[config.mk]
export PLATFORM = sky130hd
export DESIGN_NAME = ktt_cell
export DESIGN_NICKNAME = d
export VERILOG_FILES = /design/src/ktt_pkg.sv /design/src/ktt_cell.sv
export SDC_FILE = /design/constraint.sdc
export NUM_CORES = 1
export LEC_CHECK = 0
export ABC_CLOCK_PERIOD_IN_PS = 20100
export BUFFER_PORTS_ARGS = -buffer_cell sky130_fd_sc_hd__buf_2
export CORE_AREA = 3 3 205 207
export CTS_BUF_LIST = sky130_fd_sc_hd__clkbuf_4
export DETAILED_ROUTE_END_ITERATION = 7
export DIE_AREA = 0 0 208 210
export GPL_ROUTABILITY_DRIVEN = 0
export PLACE_DENSITY = 0.78
export RECOVER_POWER = 50
export SLEW_MARGIN = 10
export SYNTH_ARGS = -nofsm -noshare
export SYNTH_HDL_FRONTEND = slang
export SYNTH_SLANG_ARGS = --single-unit
[constraint.sdc]
create_clock -name clock -period 20.1 [get_ports clock]
set_input_delay 1.005 -clock clock [delete_from_list [all_inputs] [get_ports clock]]
set_output_delay 1.005 -clock clock [all_outputs]
set_load 0.01 [all_outputs]
[src/ktt_pkg.sv]
// ----------------------------------------------------------------------------
// ktt_pkg: shared types and constants of the keyed timeout table
// Table depth, field widths, op and status codes, cell command and
// result structures, controller states.
// ----------------------------------------------------------------------------
package ktt_pkg;

   localparam int TABLE_DEPTH = 16;

   localparam int KEY_W     = 32;
   localparam int IDENT_W   = 32;
   localparam int STAMP_W   = 64;
   localparam int OP_W      = 2;
   localparam int STATUS_W  = 3;
   localparam int REQ_DATA_W = 320;
   localparam int RSP_DATA_W = 192;

   typedef enum logic [OP_W-1:0] {
      OP_REGISTER   = 2'd0,
      OP_UNREGISTER = 2'd1,
      OP_CHECK      = 2'd2
   } ktt_op_type;

   typedef enum logic [STATUS_W-1:0] {
      STAT_STORED      = 3'd0,
      STAT_OVERWRITTEN = 3'd1,
      STAT_DROPPED     = 3'd2,
      STAT_REMOVED     = 3'd3,
      STAT_NOT_FOUND   = 3'd4,
      STAT_EXPIRED     = 3'd5,
      STAT_DONE        = 3'd6,
      STAT_SKIPPED     = 3'd7
   } ktt_status_type;

   typedef enum logic [2:0] {
      CMD_IDLE,
      CMD_INSERT,
      CMD_REMOVE,
      CMD_EVAL,
      CMD_POP
   } ktt_cmd_kind_type;

   typedef struct packed {
      ktt_cmd_kind_type         kind;
      logic [KEY_W-1:0]         key;
      logic [IDENT_W-1:0]       ident;
      logic [STAMP_W-1:0]       tag;
      logic [STAMP_W-1:0]       start;
      logic [STAMP_W-1:0]       dur;
      logic [STAMP_W-1:0]       now;
   } ktt_cmd_type;

   typedef struct packed {
      logic [STAMP_W-1:0]       elapsed;
      logic [STAMP_W-1:0]       tag;
      logic [IDENT_W-1:0]       ident;
      logic [KEY_W-1:0]         key;
   } ktt_emit_type;

   typedef struct packed {
      logic hit;
      logic sel;
   } ktt_cell_stat_type;

   typedef enum logic [1:0] {
      ST_IDLE,
      ST_EXEC,
      ST_SCAN
   } ktt_state_type;

endpackage

[src/ktt_cell.sv]
// ----------------------------------------------------------------------------
// ktt_cell: one slot of the timeout table
// Holds one entry, compares its key, claims itself on insert through the
// free chain, flags expiry on evaluate and drives its entry on pop through
// the pending chain.
// ----------------------------------------------------------------------------
module ktt_cell (
   input  logic                       clock,
   input  logic                       reset,
   input  ktt_pkg::ktt_cmd_type       cmd,
   input  logic                       hit_any,
   input  logic                       free_in,
   output logic                       free_out,
   input  logic                       pend_in,
   output logic                       pend_out,
   output ktt_pkg::ktt_cell_stat_type stat,
   output ktt_pkg::ktt_emit_type      emit
);
   import ktt_pkg::*;

   logic                 valid_ff, valid_in;
   logic                 exp_ff, exp_in;
   logic [KEY_W-1:0]     key_ff;
   logic [IDENT_W-1:0]   ident_ff;
   logic [STAMP_W-1:0]   tag_ff;
   logic [STAMP_W-1:0]   start_ff;
   logic [STAMP_W-1:0]   dur_ff;
   logic [STAMP_W-1:0]   elapsed_ff, elapsed_in;
   logic                 hit, claim, write, sel;

   assign hit      = valid_ff && (key_ff == cmd.key);
   assign claim    = !hit_any && !valid_ff && !free_in;
   assign free_out = free_in || !valid_ff;
   assign sel      = exp_ff && !pend_in;
   assign pend_out = pend_in || exp_ff;
   assign write    = (cmd.kind == CMD_INSERT) && (hit || claim);

   assign elapsed_in = cmd.now - start_ff;

   always_comb begin
      valid_in = valid_ff;
      exp_in   = exp_ff;
      unique case (cmd.kind)
         CMD_INSERT: begin
            if (write) valid_in = 1'b1;
         end
         CMD_REMOVE: begin
            if (hit) valid_in = 1'b0;
         end
         CMD_EVAL: begin
            exp_in = valid_ff && ($signed(elapsed_in) >= $signed(dur_ff));
         end
         CMD_POP: begin
            if (sel) begin
               valid_in = 1'b0;
               exp_in   = 1'b0;
            end
         end
         default: begin
         end
      endcase
   end

   always_ff @(posedge clock) begin
      if (reset) begin
         valid_ff <= 1'b0;
         exp_ff   <= 1'b0;
      end else begin
         valid_ff <= valid_in;
         exp_ff   <= exp_in;
      end
   end

   always_ff @(posedge clock) begin
      if (write) begin
         key_ff   <= cmd.key;
         ident_ff <= cmd.ident;
         tag_ff   <= cmd.tag;
         start_ff <= cmd.start;
         dur_ff   <= cmd.dur;
      end
      if (cmd.kind == CMD_EVAL) begin
         elapsed_ff <= elapsed_in;
      end
   end

   assign stat.hit = hit;
   assign stat.sel = sel;

   assign emit.key     = sel ? key_ff     : '0;
   assign emit.ident   = sel ? ident_ff   : '0;
   assign emit.tag     = sel ? tag_ff     : '0;
   assign emit.elapsed = sel ? elapsed_ff : '0;

endmodule

==> flow_summary.json <==
{
  "status": "complete, but fails checks",
  "violations": "max-capacitance violations, max-slew violations",
  "finClkSkew_ns": 0.0692,
  "rsz0062_at_grt": "no",
  "postCtsSetupBuffers": 0,
  "cts.sinks": 322,
  "die-area_um2": 43700,
  "leakage_nw": 9.77,
  "synth_nets": 1889,
  "max-slew-margin-rel_pct": -95.8,
  "drc": 0,
  "p_sw_w": 0.000389,
  "worst-path-buf-inv": 1,
  "fill_cells": 3553,
  "cts_root_buffer": "clkbuf_4",
  "ys_types": 74,
  "min_path_cells": 1,
  "synthCells": 1433,
  "post-route-util_pct": 52.2,
  "overflow": 0,
  "yosysSeqAreaShare_pct": 56.5,
  "drt-vias-per-instance": 5.14,
  "synth_edf_count": 320,
  "power_w": 0.00152,
  "crit_slowest_cell": "a2111oi_0",
  "ys_seq_elements": 322,
  "min_path_type": "in -> reg",
  "critPathMaxFanout": 8,
  "combPwrFrac_pct": 11.5,
  "grt_pass1_vias": 14100,
  "synth_area_per_cell_um2": 11.9,
  "async_reset_ff_share_pct": 0,
  "cp.depth": 21,
  "wirelength_um": 52300,
  "path_clk_slew_ns": 0.08,
  "hpwl_um": 40700,
  "met2_usage_pct": 41.6,
  "drive_gt1_share_pct": 30.1,
  "rows": 74,
  "layout_commonest_cell": "buf_2",
  "drv_slew": 98,
  "final_cell_mix": "buf_2, edfxtp_1, and2_1",
  "grt_use_met3_pct": 6.86,
  "ctsHoldBuffers": 0,
  "cts_made_buffers": 89,
  "power.share.switching_pct": 25.6,
  "max_freq_mhz": 169,
  "r2r_slack_ns": 14.17,
  "synth_ff_type": "edfxtp_1",
  "worst_pin_slew_ns": 2.94,
  "finalCriticalPeriod_ns": 5.93,
  "num_io_pins": 524,
  "nNetsFinal": 2460,
  "fin_hold_ws_ns": 0.336,
  "final_hold_viol_count": 0,
  "dr.pass1.iters": 6,
  "vias": 13400,
  "grt_util_met1_pct": 25.4,
  "cts_tree": "done",
  "ys_warn_count": 0,
  "max_cap_violations": 2,
  "setup_viol": 0,
  "grt_pass1_wl_um": 78100,
  "htreeDepth": 3,
  "drt_iter0_drc": 767,
  "cp-end-kind": "register",
  "power_frac_seq_pct": 49.8,
  "fin_crit_sh_pct": 29.5,
  "grt_busiest_layer": "met2",
  "slowest_delay_ns": 0.80,
  "clk_latency_ns": 0.85,
  "arrival_ns": 6.68,
  "cp_top_family": "compound AO/OA/AOI/OAI gates",
  "crit_chain": "inv_1 > ha_1 > a21o_1 > o21bai_1 > a31oi_1 > o21a_2 > a2111oi_0 > nor2_1 > a31oi_1 > a41o_2 > nor4_1 > nor3_1 > ha_1 > and4_1 > nand4_1 > nor4_1 > nand3_1 > nor2_1 > a211o_1 > mux2i_1 > o31ai_1",
  "critPathKind": "reg -> reg",
  "p_clk_share_pct": 38.7,
  "port-buffer-count": 523,
  "synthToLayoutAreaGrowth_pct": 24.0,
  "wl_per_cell_um": 20.1,
  "ir_drop_mv": 0.0742,
  "cts_resized": 0,
  "antenna_found_initial": 9,
  "reg2reg_depth": 21,
  "p_per_area_nw_per_um2": 71.8,
  "antenna_left": 0,
  "die_width_um": 208,
  "finalSetupTns_ns": 0,
  "grt_use_total_pct": 23.1,
  "grt_max_degree": 112,
  "die_h_um": 210,
  "cts_buffer_depth": 3,
  "crit_path_start_kind": "register",
  "floorplan.initialDensity_pct": 42.1,
  "core-area_um2": 40600,
  "p_int_w": 0.00113,
  "cp.required_ns": 20.85,
  "syn_area_um2": 17100
}
-- synth_stat cells (3+ instances only) --
library cell	number	area [um^2]
nor2b_1	7	43.8
o21ai_1	4	20.0
a21oi_1	85	425
nor3b_1	3	22.5
inv_1	148	556
a211oi_1	6	45.0
a211o_1	3	26.3
o21bai_1	14	105
xor2_1	31	272
and3_1	7	43.8
edfxtp_1	320	9610
nand4_1	33	206
o2111ai_1	3	26.3
ha_1	127	1590
nand2_1	62	233
o21ai_0	33	165
a31oi_1	8	50.1
o31ai_1	3	22.5
clkbuf_1	39	146
o21a_1	8	60.1
nand3_1	16	80.1
and2_1	196	1230
a21o_1	77	578
o211ai_1	4	30.0
xnor2_1	61	534
nor3_1	8	40.0
buf_4	3	22.5
buf_2	8	40.0
nor2_1	45	169
nand2b_1	5	31.3
nor4_1	10	62.6
-- layout make-up --
cell class	instances	area, um^2	share of cell area, %
Sequential cell	322	9650	45.5
Multi-Input combinational cell	913	6590	31.1
Timing Repair Buffer	530	2600	12.3
Clock buffer	119	893	4.22
Tap cell	532	666	3.14
Inverter	148	556	2.62
Clock inverter	34	206	0.974
Antenna cell	10	25.0	0.118
-- sequential cells by signal (all words and copies together) (netlist names) --
| name | count |
|---|---|
| dur_ff | 64 |
| elapsed_ff | 64 |
| exp_ff | 1 |
| ident_ff | 32 |
| key_ff | 32 |
| start_ff | 64 |
| tag_ff | 64 |
| valid_ff | 1 |
-- routing by layer --
metal,up-vias,routed length [um]
li1,6329,-
met1,6277,19200
met2,670,26800
met3,124,4150
met4,0,2260
met5,-,0
-- logic make-up (layout without fill, tap and decap cells) --
logic type               Yosys count  in the layout  share of synthesized area (%)
AO/OA/AOI/OAI                    286            286                           11.6
XOR/XNOR                          92             92                           4.71
adder cells (fa/ha/maj)          128            128                           9.41
buffers and inverters            198            831                           4.47
flip-flops                       322            322                           56.5
multiplexers                       2              2                          0.117
other                              0             10                              0
AND/OR/NAND/NOR                  405            405                           13.3
-- through the flow --
step                      instances  setup slack [ns]  area (um^2)
after CTS                      2598             14.93        21300
after global routing           2608             13.82        21200
after global placement         2445             14.25        20200
after floorplan                1433              3.28        17100
after detailed placement       2445             14.08        20200
final                          2608             14.17        21200
-- worst register-to-register path, delay by kind of cell, from the launching register on --
kind,cells,cell delay (ns)
DFF,1,0.37
adders and majority gates,2,0.63
muxes,1,0.06
buffers and inverters,1,0.06
and+or+nand+nor,8,2.10
AOI/OAI and AO/OA,9,2.66
-- final timing paths --
| check | from | to |
|---|---|---|
| hold / removal | cmd[148] | start_ff[20] |
| setup / recovery | start_ff[10] | exp_ff |
| hold reg to reg | valid_ff | exp_ff |
| setup reg to reg | start_ff[10] | exp_ff |
-- power groups by stage --
stage | combinational [W] | clock (W) | sequential [W]
floorplan | 0.000105 | 0 | 0.000774
global placement | 0.000169 | 0 | 0.000772
detailed placement | 0.000175 | 0 | 0.000772
CTS | 0.000177 | 0.000605 | 0.000758
global route | 0.000194 | 0.000642 | 0.000758
finish | 0.000175 | 0.000588 | 0.000758
Note: power is estimated with default switching activity, not from simulation.
